==> config.mk <==
export PLATFORM = sky130hd
export DESIGN_NAME = spr_ram
export DESIGN_NICKNAME = d
export VERILOG_FILES = /design/src/design/spherigon_point_smoothing_core_defines.svh /design/src/design/spr_ram.sv
export SDC_FILE = /design/constraint.sdc
export NUM_CORES = 1
export LEC_CHECK = 0
export BUFFER_PORTS_ARGS = -buffer_cell sky130_fd_sc_hd__clkbuf_2
export CAP_MARGIN = 20
export CORE_ASPECT_RATIO = 1.1
export CORE_MARGIN = 2
export CORE_UTILIZATION = 24
export DETAILED_ROUTE_END_ITERATION = 7
export SLEW_MARGIN = 20
export SYNTH_ARGS = -nofsm -noshare
export SYNTH_HDL_FRONTEND = slang
export SYNTH_SLANG_ARGS = --single-unit
==> constraint.sdc <==
create_clock -name clk -period 2.05 [get_ports clk]
set_input_delay 0.1025 -clock clk [delete_from_list [all_inputs] [get_ports clk]]
set_output_delay 0.1025 -clock clk [all_outputs]
set_load 0.005 [all_outputs]
==> src/design/spherigon_point_smoothing_core_defines.svh <==
// assertion macros for the spherigon point smoothing core
`ifndef SPHERIGON_POINT_SMOOTHING_CORE_DEFINES_SVH
`define SPHERIGON_POINT_SMOOTHING_CORE_DEFINES_SVH

// same-cycle implication, checked out of reset
`define SPR_ASSERT_IMP(lbl, ante, cons) \
    lbl: assert property (@(posedge clk) disable iff (!rst_n) (ante) |-> (cons)) \
        else $error("spr assertion failed");

// next-cycle implication, checked out of reset
`define SPR_ASSERT_NXT(lbl, ante, cons) \
    lbl: assert property (@(posedge clk) disable iff (!rst_n) (ante) |=> (cons)) \
        else $error("spr assertion failed");

`endif

==> src/design/spr_ram.sv <==
// generic single write port, single read port ram with registered read
`default_nettype none
module spr_ram #(
    parameter int WIDTH = 8,
    parameter int DEPTH = 16,
    parameter int ADDR_W = $clog2(DEPTH)
) (
    input  wire logic              clk,
    input  wire logic              we,
    input  wire logic [ADDR_W-1:0] waddr,
    input  wire logic [WIDTH-1:0]  wdata,
    input  wire logic [ADDR_W-1:0] raddr,
    output logic      [WIDTH-1:0]  rdata
);

    logic [WIDTH-1:0] mem [DEPTH];

    always_ff @(posedge clk)
    begin
        if (we)
        begin
            mem[waddr] <= wdata;
        end
        rdata <= mem[raddr];
    end

endmodule
`default_nettype wire

# [Word level (Yosys, flattened, before mapping)]
# Memories as Yosys holds them, arrays and structs flattened. A register that Yosys moved wholly into a read port is not among the register bits.
# Cells that the tools add are included.
# W data, S select, Z words.
[totals] register_bits=0 mem_bits_rw=128 input_bits=18 wordCells=3 n_memories=1
[op_classes] muxes=2
[memory_table] memory="mem" words=16 width=8 rd=1 rd_ports_with_merged_regs=1 write_ports=1 line_no="spr_ram.sv:16" text="logic [WIDTH-1:0] mem [DEPTH];"
[op_table] cell="$mux W1" n=2

# [Depth between registers and ports, before layout]
# Gate-level depths: netlist of run 1.
[logic_depth] ltp_word=2 ltp_mapped=5 depth_no_buf=3

# [Worst setup path after synthesis of run 1]
# Ideal clock, no wire load.
[synth_timing] kind="input to register" start="input port waddr[2]" end="memory mem[0][0], enable pin" setup_ns=0.383 arrival_time_ns=1.212 path_slack_ns=0.455 stages=2 path_buffers=0 cell_sequence="or3b_2 nor3_1"
[synth_lines] item="start: declaration" line_no="spr_ram.sv:10" text="input wire logic [ADDR_W-1:0] waddr,"
[synth_lines] item="end: declaration" line_no="spr_ram.sv:16"
# Straight into the memory's write port.

==> metrics.txt, run 1 <==
status=complete, no violations; Final Hold Viols=0; vias in the first global route=2524; Adder-Cell Fraction of Synth Area=0%; most common cell in the synthesized netlist=edfxtp_1; number of CTS-inserted buffers=17; Comb pwr share=4.4%; Die Y=~160 um; final core occ=29.7%; CP max stage delay=0.47 ns; Layout area overhead=22.1%; Routed Wire Length=between 10000 and 15000 um; Synth Area in Compound Gates=under 10%; clk root buf=clkbuf_16; Tightest Pin Transition=0.747 ns; net switching power=approximately 1200 uW; Max Cap Viol=0; total gr overflow=0; H-tree Lvls=4; Setup TNS=0 ns; Sequential Power Share=49.5%; drc violations=0; CP Launch Type=register; initial DRC count=241; drt first pass iters=4; final slew viol count=0; CTS tree=built; CP cell instances=mux4_2 > a22oi_1 > nand2_1; Multi-input gate area=roughly 1100 um^2; Post-synth ARST share=0%; crit end category=register; Post-Place Cells=555; Clock Skews=between 0.006 and 0.007 ns; CP arrival=1.58 ns; wire per inst=~17 um; warning count from the yosys run=0; initial antenna violation count=0; post-CTS setup buffers=0; site row count=56; # hold bufs at CTS=0; post-synthesis register bit count=around 140; sequential fraction of the synthesis area=about 78%; Tcrit/Tclk final=64.0%; post-synthesis net count=between 200 and 250; Cells after Synth=229; share of cells above drive strength 1=30.0%; input/output buffers=25; IR drop worst, VDD=518 uV; min cycle time layout=roughly 1.3 ns; area share of xor/xnor cells in the synthesized design=0%; die area=about 23000 um^2; CP max-delay cell=mux4_2; CP Max Fanout=1; synth top area cells=edfxtp_1 75%, mux4_2 7.9%, mux4_1 7.1%, dfxtp_1 3.1%, a22oi_1 2.3%; Initial Util=between 20 and 25%; Clock Latency Late Sink=roughly 0.4 ns; Tot Pwr=6330 uW; Setup violations, final=0; Sw Ratio=around a fifth; leakage dissipation=0.00209 uW; DRT antenna net count=0; hpwl dp=between 6000 and 7000 um; RSZ-0062 raised after global routing=false; clock share of power=between 40% and 50%; pin count of the biggest net entering global routing=19; clock sinks=136; proportion of synthesized area in mux cells=between 15 and 20%; worst hold path class=input pin to register; n_diodes=0; critical path class=register to register; Req. time, crit path=2.32 ns; Mean Syn Cell Area=~22 um^2; Synth area leader=edfxtp_1; number of synthesized flops with an enable pin=128; vias per cell=between 4 and 5; Final Non-Filler Cells=slightly below 600; RePlAce Congestion=0.727; Cell Area, Synth=5150 um^2; total number of vias=2441; Simple-Gate Fraction of Synth Area=under 10%; Slew headroom=50.0%; clock-pin transition on the worst setup and hold timing paths=0.06 ns; Power Internal=5110 uW; Yosys top cell area share=between 70% and 80%; fill cell count=2090; Die Wd=144 um; FF+latch area=4000 um^2; PostCTS Resize Cnt=0; main combinational cell family by area after synthesis=multiplexers; clock buffer depth=2; Synth top cells by count=128 x edfxtp_1, 18 x mux4_2, 16 x a22oi_1; prevailing post-synth register cell=edfxtp_1; first-pass GRT wire length=15800 um; IO Pins=26; Net count, final=302; post-synth cell types=19; fmax=763 MHz; GRT Util Overall=9.86%; core footprint=21200 um^2; pwr dens=1010 nW/um^2
-- worst max-delay path: cells and delay by family, from the launching register on --
family	cells	cell delay (ns)
simple gates	1	0.12
mux	1	0.47
flops	1	0.35
compound gates	1	0.24
-- final timing paths --
path	from	to	slack, ns	cells past startpoint
worst max-delay path	mem[11][0]	rdata[0]	0.74	3
worst min-delay path	wdata[5]	mem[0][5]	0.12	1
worst max register to register	mem[11][0]	rdata[0]	0.74	3
worst min register to register	mem[12][5]	rdata[5]	0.67	3
-- state kept, by name, summed over array words and instances (netlist names) --
name and flops:
mem 128, rdata 8
-- area by class of cell --
| class | instances | share of cell area [%] |
|---|---|---|
| clock buffers | 19 | 6.89 |
| clock inverters | 13 | 2.15 |
| multi-input cells | 83 | 16.8 |
| flip-flops and latches | 136 | 63.7 |
| well taps | 290 | 5.77 |
| repair buffers | 46 | 4.70 |
-- metal layers --
layer / up-vias / GRT usage [%] / part of all wire (%)
met5: - / 0 / 0
met4: 0 / 2.38 / 0.43
met3: 2 / 3.18 / 8.8
met2: 102 / 13.8 / 45
met1: 1249 / 14.8 / 46
li1: 1088 / - / -
-- cells in the final DEF (no fill, tap or decap) --
master | synthesis | layout
edfxtp_1 | 128 | 128
and2_1 | 1 | 1
or3b_2 | 1 | 1
and2b_1 | 1 | 1
clkbuf_1 | 0 | 2
nand3_1 | 1 | 1
nor2b_1 | 1 | 1
nor2_1 | 13 | 13
nand2_1 | 9 | 9
buf_4 | 1 | 20
nand3b_1 | 2 | 2
dfxtp_1 | 8 | 8
clkbuf_16 | 0 | 17
mux4_2 | 18 | 18
a22oi_1 | 16 | 16
clkinv_1 | 0 | 6
mux4_1 | 14 | 14
buf_12 | 0 | 1
bufinv_16 | 0 | 3
nor3_1 | 4 | 4
nand2b_1 | 2 | 2
clkinv_2 | 0 | 3
clkbuf_2 | 0 | 25
clkinvlp_4 | 0 | 1
-- per-stage QoR --
step	hold WS, ns	area [um^2]	setup slack (ns)
finish	0.115	6290	0.739
detailed placement	0.478	5720	0.313
floorplan	0.201	5150	0.455
global placement	0.476	5720	0.330
CTS	0.120	6290	0.699
global route	0.145	6290	0.629
-- power by group through the flow --
stage	logic, uW	registers, uW	clock network, uW
final	280	3130	2920
after global routing	312	3140	3110
after CTS	288	3130	2960
after floorplan	158	3180	0
after detailed placement	287	3190	0
after global placement	280	3190	0
-- cell families (layout without fill, tap and decap cells) --
family | count (synthesis) | in the layout
AO/OA/AOI/OAI | 16 | 16
buffers and inverters | 10 | 78
flip-flops | 136 | 136
multiplexers | 32 | 32
AND/OR/NAND/NOR | 35 | 35
Note: power is estimated with default switching activity, not from simulation.
==> run 2: changes to the inputs <==
- clock period: 2.05 -> 1.2 ns (I/O delays scaled with it)
==> run 2 against run 1 <==
The flow now finishes with violations (negative setup slack). Clock power rose by 60%. Die area did not move. Utilization rose by 0.44 points. Via count barely moved. Cell area rose by 1.5%. Hold slack got worse by 0.035 ns. Flip-flop and latch count did not move.
==> metrics.txt, run 2 (synthesized netlist as in run 1, its figures left out) <==
RePlAce Congestion=0.676 (was 0.727); net switching power=2100 uW (was 1220 uW); die area=22600 um^2 (unchanged); Final Non-Filler Cells=595 (was 587); Post-Place Cell Area=5830 um^2 (was 5720 um^2); pwr dens=1660 nW/um^2 (was 1010 nW/um^2); Sequential Power Share=50.7% (was 49.5%); final core occ=30.2% (was 29.7%); Tightest Pin Transition=0.937 ns (was 0.747 ns); violated checks=negative setup slack; site row count=56 (unchanged); Setup violations, final=8 (was 0); vias in the first global route=2530 (was 2524); total number of vias=2443 (was 2441); CP Max Fanout=1 (unchanged); final slew viol count=0 (unchanged); CP Launch Type=register (unchanged); Clock Latency Late Sink=0.41 ns (was 0.40 ns); clk root buf=clkbuf_16 (unchanged); Sw Ratio=19.9% (was 19.2%); CP arrival=1.60 ns (was 1.58 ns); Post-Place Cells=564 (was 555); Routed Wire Length=10300 um (was 10200 um); CP bufs+invs=0 (unchanged); Layout area overhead=23.9% (was 22.1%); wire per inst=17.4 um (about the same); CP max-delay cell=mux4_2 (unchanged); total gr overflow=0 (unchanged); Clock Skews=0.00646 ns (was 0.00620 ns); critical path class=register to register (unchanged); clock buffer depth=2 (unchanged); H-tree Lvls=4 (unchanged); Initial Util=24.3% (unchanged); most frequent cells in the layout=128 x edfxtp_1, 27 x mux4_2, 26 x buf_4 (was 128 x edfxtp_1, 25 x clkbuf_2, 20 x buf_4); register with the most flip-flops=mem (unchanged); biggest regs=mem (128), rdata (8) (unchanged); initial antenna violation count=0 (unchanged); Tot Pwr=10600 uW (was 6330 uW); post-CTS setup buffers=0 (unchanged); share of cells above drive strength 1=40.7% (was 30.0%); max FFs per register=128 (unchanged); Comb pwr share=5.1% (was 4.4%); pin count of the biggest net entering global routing=17 (was 19); leakage dissipation=0.00210 uW (was 0.00209 uW); drc violations=0 (unchanged); DRT antenna net count=0 (unchanged); status=finished with violations (was complete, no violations); clock-pin transition on the worst setup and hold timing paths=0.06 ns (about the same); Slew headroom=37.3% (was 50.0%); Power Internal=8460 uW (was 5110 uW); hold_ws=0.0805 ns (was 0.115 ns); Final Hold Viols=0 (unchanged); Req. time, crit path=1.48 ns (was 2.32 ns); RSZ-0062 raised after global routing=true (was false); Die Wd=144 um (unchanged); hpwl dp=6730 um (was 6460 um); min cycle time layout=1.32 ns (was 1.31 ns); crit end category=register (unchanged); CTS tree=built (unchanged); IO Pins=26 (unchanged); Die Y=158 um (unchanged); worst setup margin=-0.118 ns (was 0.739 ns); Net count, final=310 (was 302); CP cell instances=mux4_2 > a22oi_2 > nand2_1 (was mux4_2 > a22oi_1 > nand2_1); first-pass GRT wire length=15700 um (was 15800 um); vias per cell=4.11 (was 4.16); initial DRC count=313 (was 241); input/output buffers=25 (unchanged); crit-path leading delay family=multiplexers (unchanged); IR drop worst, VDD=869 uV (was 518 uV); clock share of power=44.2% (was 46.1%); Final Cell Area=6380 um^2 (was 6290 um^2); CP max stage delay=0.49 ns (was 0.47 ns); most common cell after layout, fill and taps aside=edfxtp_1 (unchanged); Max Cap Viol=0 (unchanged); Tcrit/Tclk final=110% (was 64.0%); # hold bufs at CTS=0 (unchanged); n_diodes=0 (unchanged); clock sinks=136 (unchanged); worst hold path class=input pin to register (unchanged); GRT Util Overall=9.74% (was 9.86%); fmax=759 MHz (was 763 MHz); number of CTS-inserted buffers=17 (unchanged); core footprint=21200 um^2 (unchanged); drt first pass iters=4 (unchanged)
## run 2: cell count changes in the layout (fill, tap and decap cells not counted), moves of 3 or more
cell / change
nor3_1: -3
buf_4: +6
clkbuf_8: +5
mux4_2: +9
clkinv_1: -6
a22oi_2: +9
a22oi_1: -9
bufinv_16: -3
mux4_1: -9
nor3_2: +3
## run 2: worst register-to-register path: cells and delay by family (launching register included)
kind             cells  cell delay, ns
flip-flops           1            0.37
AO/OA/AOI/OAI        1            0.24
AND/OR/NAND/NOR      1            0.09
multiplexers         1            0.49
## run 2: power groups by stage
stage / Combinational, uW / Sequential [uW] / Clock [uW]
detailed placement: 530 / 5450 / 0
CTS: 552 / 5350 / 4730
finish: 543 / 5350 / 4670
global route: 592 / 5360 / 4950
global placement: 518 / 5450 / 0
floorplan: 274 / 5430 / 0
## run 2: cell type report
type	instances	area, um^2
fillers	2081	14800
flip-flops and latches	136	4000
well taps	290	363
clock buffers	24	502
multi-input cells	83	1080
clock inverters	8	47.5
repair buffers	54	380
## run 2: worst paths after layout
| check | from | end | slack [ns] | cells after the start |
|---|---|---|---|---|
| worst max-delay path | mem[11][6] | rdata[6] | -0.12 | 3 |
| worst min-delay path | wdata[0] | mem[12][0] | 0.08 | 1 |
| worst max register to register | mem[11][6] | rdata[6] | -0.12 | 3 |
| worst min register to register | mem[4][1] | rdata[1] | 0.66 | 3 |
## run 2: per-stage QoR
stage,setup WS [ns],setup TNS (ns)
after floorplan,-0.126,-3.90
after global placement,-0.406,-6.62
after detailed placement,-0.407,-6.80
after CTS,-0.0963,-0.505
after global routing,-0.157,-0.804
final,-0.118,-0.401
## run 2: layer usage
layer | up-vias | global-route usage (%) | share of wire, %
met4 | 0 | 4.06 | 1.7
li1 | 1086 | - | -
met5 | - | 0 | 0
met2 | 63 | 15.5 | 49
met1 | 1282 | 12.8 | 44
met3 | 12 | 2.36 | 5.1
## run 2: timing repair
| item | 4_1_cts | 5_1_grt |
|---|---|---|
| endpoints found under the setup margin | 8 | 8 |
| pin swaps | 12 | 1 |
| cloned | 0 | 0 |
| resized for setup | 16 | 2 |
