===== config.mk =====
export PLATFORM = sky130hd
export DESIGN_NAME = spr_alu
export DESIGN_NICKNAME = d
export VERILOG_FILES = /design/src/design/spherigon_point_smoothing_core_defines.svh /design/src/design/spr_pkg.sv /design/src/design/spr_alu.sv
export SDC_FILE = /design/constraint.sdc
export NUM_CORES = 2
export LEC_CHECK = 0
export BUFFER_PORTS_ARGS = -buffer_cell sky130_fd_sc_hd__buf_2
export CAP_MARGIN = 20
export CORE_ASPECT_RATIO = 1.25
export CORE_MARGIN = 2
export CORE_UTILIZATION = 40
export CTS_CLUSTER_SIZE = 10
export DETAILED_ROUTE_END_ITERATION = 6
export PLACE_DENSITY_LB_ADDON = 0.08
export SYNTH_ARGS = -nofsm -noshare
export SYNTH_HDL_FRONTEND = slang
export SYNTH_SLANG_ARGS = --single-unit

===== constraint.sdc =====
create_clock -name clk -period 7.8 [get_ports clk]
set_clock_uncertainty 0.05 [all_clocks]
set_input_delay 0.78 -clock clk [delete_from_list [all_inputs] [get_ports clk]]
set_output_delay 0.78 -clock clk [all_outputs]
set_load 0.05 [all_outputs]

===== src/design/spherigon_point_smoothing_core_defines.svh =====
// assertion macros for the spherigon point smoothing core
`ifndef SPHERIGON_POINT_SMOOTHING_CORE_DEFINES_SVH
`define SPHERIGON_POINT_SMOOTHING_CORE_DEFINES_SVH

// same-cycle implication, checked out of reset
`define SPR_ASSERT_IMP(lbl, ante, cons) \
    lbl: assert property (@(posedge clk) disable iff (!rst_n) (ante) |-> (cons)) \
        else $error("spr assertion failed");

// next-cycle implication, checked out of reset
`define SPR_ASSERT_NXT(lbl, ante, cons) \
    lbl: assert property (@(posedge clk) disable iff (!rst_n) (ante) |=> (cons)) \
        else $error("spr assertion failed");

`endif


===== src/design/spr_pkg.sv =====
// shared types, constants and helpers of the spherigon point smoothing core
`default_nettype none
package spr_pkg;

    localparam int SPR_VERTEX_COUNT = 4096;
    localparam int SPR_WBITS        = 17;
    localparam int SPR_POS_W        = 24;
    localparam int SPR_NRM_W        = 16;
    localparam int SPR_WORD_W       = 3 * SPR_POS_W + 3 * SPR_NRM_W;

    localparam logic CMD_LOAD = 1'b0;
    localparam logic CMD_EVAL = 1'b1;

    typedef enum logic [1:0] {
        ALU_MUL,
        ALU_DIV,
        ALU_SQRT
    } alu_op_t;

    typedef struct packed {
        logic        start;
        alu_op_t     op;
        logic [63:0] a;
        logic [63:0] b;
    } alu_req_t;

    typedef struct packed {
        logic        done;
        logic [63:0] res;
    } alu_rsp_t;

    typedef struct packed {
        logic               cmd;
        logic [11:0]        vertex_index;
        logic signed [23:0] load_pos_x;
        logic signed [23:0] load_pos_y;
        logic signed [23:0] load_pos_z;
        logic signed [15:0] load_nrm_x;
        logic signed [15:0] load_nrm_y;
        logic signed [15:0] load_nrm_z;
        logic [11:0]        corner_a;
        logic [11:0]        corner_b;
        logic [11:0]        corner_c;
        logic [50:0]        weights;
    } spr_in_t;

    typedef struct packed {
        logic signed [23:0] out_pos_x;
        logic signed [23:0] out_pos_y;
        logic signed [23:0] out_pos_z;
        logic signed [15:0] out_nrm_x;
        logic signed [15:0] out_nrm_y;
        logic signed [15:0] out_nrm_z;
        logic               degenerate;
    } spr_out_t;

    function automatic logic [63:0] mag64(input logic [63:0] v);
        return v[63] ? (~v + 64'd1) : v;
    endfunction

    // shift right by k, rounding half away from zero
    function automatic logic [63:0] rshr64(input logic [63:0] v, input int unsigned k);
        logic [63:0] q;
        q = (mag64(v) + (64'd1 << (k - 1))) >> k;
        return v[63] ? (~q + 64'd1) : q;
    endfunction

endpackage
`default_nettype wire


===== src/design/spr_alu.sv =====
// shared iterative unit: shift-add multiply, restoring divide, integer square root
`default_nettype none
module spr_alu
    import spr_pkg::*;
(
    input  wire logic     clk,
    input  wire logic     rst_n,
    input  wire alu_req_t req,
    output alu_rsp_t      rsp
);

    typedef enum logic {A_IDLE, A_RUN} astate_t;

    astate_t     state_reg, state_next;
    alu_op_t     op_reg, op_next;
    logic [63:0] x_reg, x_next;
    logic [63:0] y_reg, y_next;
    logic [64:0] z_reg, z_next;
    logic [5:0]  cnt_reg, cnt_next;
    logic        done_reg, done_next;
    logic [63:0] res_reg, res_next;

    logic [64:0] rem_sh;
    logic [64:0] root_try;

    always_comb
    begin
        state_next = state_reg;
        op_next    = op_reg;
        x_next     = x_reg;
        y_next     = y_reg;
        z_next     = z_reg;
        cnt_next   = cnt_reg;
        done_next  = 1'b0;
        res_next   = res_reg;
        rem_sh     = {z_reg[63:0], x_reg[63]};
        root_try   = z_reg + {1'b0, y_reg};
        unique case (state_reg)
            A_IDLE:
            begin
                if (req.start)
                begin
                    op_next    = req.op;
                    x_next     = req.a;
                    y_next     = (req.op == ALU_SQRT) ? (64'd1 << 62) : req.b;
                    z_next     = '0;
                    cnt_next   = '0;
                    state_next = A_RUN;
                end
            end
            A_RUN:
            begin
                unique case (op_reg)
                    ALU_MUL:
                    begin
                        if (y_reg == 64'd0)
                        begin
                            res_next   = z_reg[63:0];
                            done_next  = 1'b1;
                            state_next = A_IDLE;
                        end
                        else
                        begin
                            if (y_reg[0])
                            begin
                                z_next = {1'b0, z_reg[63:0] + x_reg};
                            end
                            x_next = x_reg << 1;
                            y_next = y_reg >> 1;
                        end
                    end
                    ALU_DIV:
                    begin
                        if (rem_sh >= {1'b0, y_reg})
                        begin
                            z_next = rem_sh - {1'b0, y_reg};
                            x_next = {x_reg[62:0], 1'b1};
                        end
                        else
                        begin
                            z_next = rem_sh;
                            x_next = {x_reg[62:0], 1'b0};
                        end
                        cnt_next = cnt_reg + 6'd1;
                        if (cnt_reg == 6'd63)
                        begin
                            res_next   = x_next;
                            done_next  = 1'b1;
                            state_next = A_IDLE;
                        end
                    end
                    ALU_SQRT:
                    begin
                        if ({1'b0, x_reg} >= root_try)
                        begin
                            x_next = x_reg - root_try[63:0];
                            z_next = (z_reg >> 1) + {1'b0, y_reg};
                        end
                        else
                        begin
                            z_next = z_reg >> 1;
                        end
                        y_next   = y_reg >> 2;
                        cnt_next = cnt_reg + 6'd1;
                        if (cnt_reg == 6'd31)
                        begin
                            res_next   = z_next[63:0];
                            done_next  = 1'b1;
                            state_next = A_IDLE;
                        end
                    end
                    default:
                    begin
                        res_next   = '0;
                        done_next  = 1'b1;
                        state_next = A_IDLE;
                    end
                endcase
            end
            default:
            begin
                state_next = A_IDLE;
            end
        endcase
    end

    always_ff @(posedge clk or negedge rst_n)
    begin
        if (!rst_n)
        begin
            state_reg <= A_IDLE;
            op_reg    <= ALU_MUL;
            x_reg     <= '0;
            y_reg     <= '0;
            z_reg     <= '0;
            cnt_reg   <= '0;
            done_reg  <= 1'b0;
            res_reg   <= '0;
        end
        else
        begin
            state_reg <= state_next;
            op_reg    <= op_next;
            x_reg     <= x_next;
            y_reg     <= y_next;
            z_reg     <= z_next;
            cnt_reg   <= cnt_next;
            done_reg  <= done_next;
            res_reg   <= res_next;
        end
    end

    assign rsp.done = done_reg;
    assign rsp.res  = res_reg;

endmodule
`default_nettype wire


== Word-level counts from Yosys, hierarchy flattened ==
Index checks and enable logic that the tools add are counted.
Storage, ports and cells
  output and inout port bits: 65
  logic and storage cells: 77
  bits in registers: 267
  input port bits: 133
Cells by class
  $lt $le $gt $ge: 2
  equality and inequality tests: 15
  reduce and logical (&&, ||, !) cells: 9
  multiplexer cells: 36
  add/subtract/negate cells: 6
  bitwise operators: 1
Operator list (count)
  64-bit 2-to-1 mux: 9
  64-bit one-hot mux with 2 select lines: 3
  64-bit one-hot mux with 3 select lines: 2
  65-bit 2-to-1 mux: 5
  65-bit one-hot mux with 3 select lines: 1
  65-bit one-hot mux with 2 select lines: 1
  64-bit by 64-bit adder with 65-bit output: 1
  65-bit by 64-bit adder with 65-bit output: 1
  64-bit by 65-bit greater-or-equal comparator with 1-bit output: 1
  65-bit by 64-bit greater-or-equal comparator with 1-bit output: 1
  65-bit by 64-bit subtractor with 65-bit output: 1
  64-bit adder: 1
  64-bit zero test: 1
  64-bit subtractor: 1
  6-bit 2-to-1 mux: 2
  6-bit one-hot mux with 2 select lines: 1
  4-bit AND reduction: 3
  2-bit != test (second input constant): 5
  1-bit 2-to-1 mux: 9
  3-bit != test (second input constant): 3
  6-bit by 1-bit adder with 6-bit output (second input constant): 1
  6-bit by 5-bit equality test with 1-bit output (second input constant): 1
  6-bit equality test (second input constant): 1
  1-bit one-hot mux with 3 select lines: 2
  10 further kinds: 12

== Depth between registers and ports, before layout ==
  depth after elaboration: 5
  gate-level depth with buffers: 31
  gate-level depth less buffers: 28

== Worst setup path after synthesis ==
No wires, ideal clock.
  path type: flip-flop to flip-flop
  from: reg z_reg[5]
  to: reg z_reg[0]
  arrival time: 6.129 ns
  slack: 1.486 ns
  clock period less this slack: 6.314 ns
  setup time: 0.135 ns
  buffers on the path: 2
  cell stages (with the launch flop): 27
  cells stage by stage: dfrtp_1 ha_1 nand2_1 or3_1 a31o_1 a2111oi_4 o211ai_1 a21o_1 a211oi_2 o31ai_2 o41a_1 o21a_1 mux2i_1 o311ai_1 ha_1 nand4_1 or3_1 nand2b_1 nor4_1 a211oi_1 and3_1 clkbuf_1 nor2_2 buf_2 mux2_2 a221oi_1 o31ai_1
On the way
  cells in the longest elaborated chain, start to end: 5
RTL lines
  start, declared: line spr_alu.sv:18  | logic [64:0] z_reg, z_next;
  start signal, assigned: line spr_alu.sv:146  | z_reg <= z_next;
  65-bit by 64-bit adder with 65-bit output: line spr_alu.sv:37  | root_try = z_reg + {1'b0, y_reg};
  64-bit by 65-bit greater-or-equal comparator with 1-bit output: line spr_alu.sv:94  | if ({1'b0, x_reg} >= root_try)
  65-bit 2-to-1 mux: line spr_alu.sv:94
  65-bit one-hot mux with 3 select lines (*): line spr_alu.sv:53  | unique case (op_reg)
  65-bit one-hot mux with 2 select lines (*): line spr_alu.sv:38  | unique case (state_reg)
Mark *: on every way between the ends. The rest lies on a longest branch, timed or not.
A chain may end at the register's enable or synchronous reset.

== Final worst setup path ==
  from: reg y_reg[21]
  to: reg z_reg[9]
On the way
  cells in the longest elaborated chain, start to end: 5
RTL lines
  start, declared: line spr_alu.sv:17  | logic [63:0] y_reg, y_next;
  start signal, assigned: line spr_alu.sv:145  | y_reg <= y_next;
  65-bit by 64-bit adder with 65-bit output: line spr_alu.sv:37
  64-bit by 65-bit greater-or-equal comparator with 1-bit output: line spr_alu.sv:94
  65-bit 2-to-1 mux: line spr_alu.sv:94
  65-bit one-hot mux with 3 select lines: line spr_alu.sv:53
  65-bit one-hot mux with 2 select lines: line spr_alu.sv:38
Parallel ways exist; a longest one is shown, timed or not.

==> results.md <==
* TritonCTS clock tree: done
* Gate count of the mapped netlist at 4417
* Crit path largest cell delay at between 500 and 600 ps
* Startpoint of the lowest-slack register-to-register path: y_reg[21]
* Area share of the largest cell type after synthesis at between 20% and 30%
* Post-layout minimum cycle time at 7467 ps
* Remaining global-route overflow at 0
* Via count of the first global-routing pass at 35.01k
* Post-Route WL at between 150 and 200 mm
* Type of the worst min-delay path: input pin to asynchronous set/reset pin
* GRT Resource Usage Total at 36.85%
* Average footprint of a synthesized cell at 7.451 µm²
* Floorplan core area at 81540 µm²
* Endpoint arrival time on the critical path at 7850 ps
* # Max-Cap Violations at 0
* Die width at 260.6 µm
* Maximum achievable frequency at between 100 and 150 MHz
* Result of the run: finished, violations left
* Die H at 324.7 µm
* Top-level port count at 198
* Proportion of synthesized chip area in sequential cells at 20.30%
* Met2 Use GR at 61.72%
* Netlist Area Pre-Place at 32910 µm²
* Met1 Usage GRT at 38.80%
* Layout Cells excl Fill at 5671
* Net total in the final layout at 5036
* Met3 track demand over resource in global routing at 5.743%
* Relative max-transition margin at 19.18%
* GP Congestion at roughly 1.0
* Most frequently used flop master after synthesis: sky130_fd_sc_hd__dfrtp_1
* CP Capture Type: register
* Clock insertion delay at the later pin of the skew report at approximately 600 ps
* Final cell area excluding filler cells at 36990 µm²
* Total count of hold-check failures in the final report at 0
* H-Tree Depth at 2
* Clock input transition at the sequential cells of the worst setup and hold paths at 60 ps
* Worst endpoint required time at between 8000 and 9000 ps
* DP HPWL at around 130 mm
* WS Path Type: register to register
* Element type at the critical path start: register
* Number of antenna violations at the first check in global routing at 8
* Most Used Layer, Global Route: met2
* Ratio of cells with drive above 1 in the final layout at 11.32%
* First-pass GRT wire length at ~230 mm
* Ranking of synthesized cells by area: sky130_fd_sc_hd__dfrtp_1, sky130_fd_sc_hd__ha_1, sky130_fd_sc_hd__a21oi_1
* Number of flops mapped to enable cells by yosys at 0
* FF+latch count, synth at around 270
* Total iterations of the first detailed-routing run at 7
* # placed instances at approximately 5.6k
* Worst setup path startpoint: y_reg[21]
* Die Footprint at roughly 85000 µm²
* Largest net degree at the start of global routing at 111
* Buffers added on ports at 197
* Initial core utilization at 40.36%
* Wirelength per Cell at 27.99 µm
* Multi-input gate area at 24850 µm²
* Count of fill cells added during filler insertion at 8503
* Total CTS buffers at 37
* Worst slew pin tran at between 1000 and 1500 ps
* Proportion of synthesized flip-flops having asynchronous set or reset at between 90% and 100%
* Remaining antenna violation count at 0
* Number of sinks on the clock net at around 270
* Area overhead of the layout relative to synthesis at 12.39%
* Detailed-route via count at 35.60k
* Iteration-0 DRC count of the detailed router at 3256
* Post-Place Cell Area at 35640 µm²
* Maximum fanout encountered on the critical timing path at 21
* Post-synthesis net count at 4879
* FF-to-FF path depth at 26
* Register cell area after layout at 6689 µm²
* Failing checks: design-rule violations
* CP max-delay cell: sky130_fd_sc_hd__dfrtp_1
* Final Max Tran Viols at 0
* Post-Route Utilization at approximately 45%
* Flip-flop count of the largest register, all copies and words added at 65
* Rows at around 120
* Via density at 6.278
* Yosys synthesis warning count at 0
* Maximum number of buffers from clock root to sink at 3
* Cell at the root of the clock tree: sky130_fd_sc_hd__clkbuf_16
* Final number of setup-violating endpoints at 0
* Residual DRC at 5
* Cell type with the largest total area after synthesis: sky130_fd_sc_hd__dfrtp_1
* Final period util at 95.73%
* Number of library cell types mapped by synthesis at 85
-- layout by cell type, fill, tap and decap left out, types with 60 or more instances in the layout --
cell type                  count
sky130_fd_sc_hd__a21o_1      178
sky130_fd_sc_hd__a21oi_1     472
sky130_fd_sc_hd__a22oi_1     125
sky130_fd_sc_hd__a31oi_1     111
sky130_fd_sc_hd__buf_2       196
sky130_fd_sc_hd__buf_4       154
sky130_fd_sc_hd__dfrtp_1     263
sky130_fd_sc_hd__ha_1        321
sky130_fd_sc_hd__inv_1       153
sky130_fd_sc_hd__nand2_1     536
sky130_fd_sc_hd__nand3_1      86
sky130_fd_sc_hd__nand4_1      70
sky130_fd_sc_hd__nor2_1      270
sky130_fd_sc_hd__o211ai_1     60
sky130_fd_sc_hd__o21ai_0     457
sky130_fd_sc_hd__xnor2_1     164
sky130_fd_sc_hd__xor2_1      129
-- cells in the mapped netlist, drive strengths merged (60+ instances only) --
cell and n:
a21o 178, o21ai 471, nand2 539, nand4 70
a22oi 125, inv 153, xor2 129, dfrtp 267
xnor2 164, a21oi 472, nor2 276, clkbuf 210
nand3 87, o211ai 60, ha 324, a31oi 111
-- area by class of cell --
| class | instances | area share (%) |
|---|---|---|
| tap | 1071 | 3.623 |
| multi-input combinational | 3755 | 67.18 |
| timing repair buffer | 359 | 6.231 |
| clock inverter | 12 | 0.5277 |
| antenna | 5 | 0.03382 |
| clock buffer | 48 | 2.757 |
| sequential | 267 | 18.08 |
| inverter | 154 | 1.563 |
-- metrics by stage --
step,TNS (ps),hold WS (ps),worst slack (ps)
finish,0,153.3,333.4
global route,-22.32,224.0,-20.57
CTS,0,198.6,31.03
detailed placement,0,415.6,86.47
global placement,0,406.8,196.3
floorplan,0,422.1,1486
-- final timing paths --
path	endpoint	slack, ps
max reg2reg	z_reg[9]	330
max in group asynchronous	res_reg[61]	5970
min	y_reg[11]	150
min reg2reg	res_reg[6]	430
min in group clk	op_reg[0]	370
max	z_reg[9]	330
-- worst max-delay path, delay by kind of cell (launching register included) --
family	cells	cell delay (ps)
AO/OA/AOI/OAI	13	2740
XOR/XNOR	1	110
adder cells (fa/ha/maj)	2	870
buffers and inverters	2	320
flip-flops	1	520
multiplexers	1	370
AND/OR/NAND/NOR	7	2270
-- cells by family after synthesis --
| logic type | Yosys count | synth area share [%] |
|---|---|---|
| fa+ha+maj | 329 | 12.62 |
| flops | 267 | 20.30 |
| buf+inv | 395 | 4.581 |
| xor+xnor | 293 | 7.797 |
| mux | 72 | 2.380 |
| compound gates | 1821 | 35.28 |
| simple gates | 1240 | 17.04 |
-- layer usage --
metal,up-vias,part of all wire (%),routed length (µm)
met1,16971,36,57230
met5,-,0.030,48
li1,16804,-,-
met4,8,12,19020
met2,1311,47,74410
met3,510,5.1,8025
-- what timing repair did --
action	CTS	global route
gates resized for setup	0	10
hold endpoints to repair	0	0
endpoints found under the setup margin	0	193
setup buffers	0	4
hold buffers	0	0
Power is left out: the tool's default activity adds up to more than one toggle a clock period on the data nets, which glitch-free logic cannot reach.
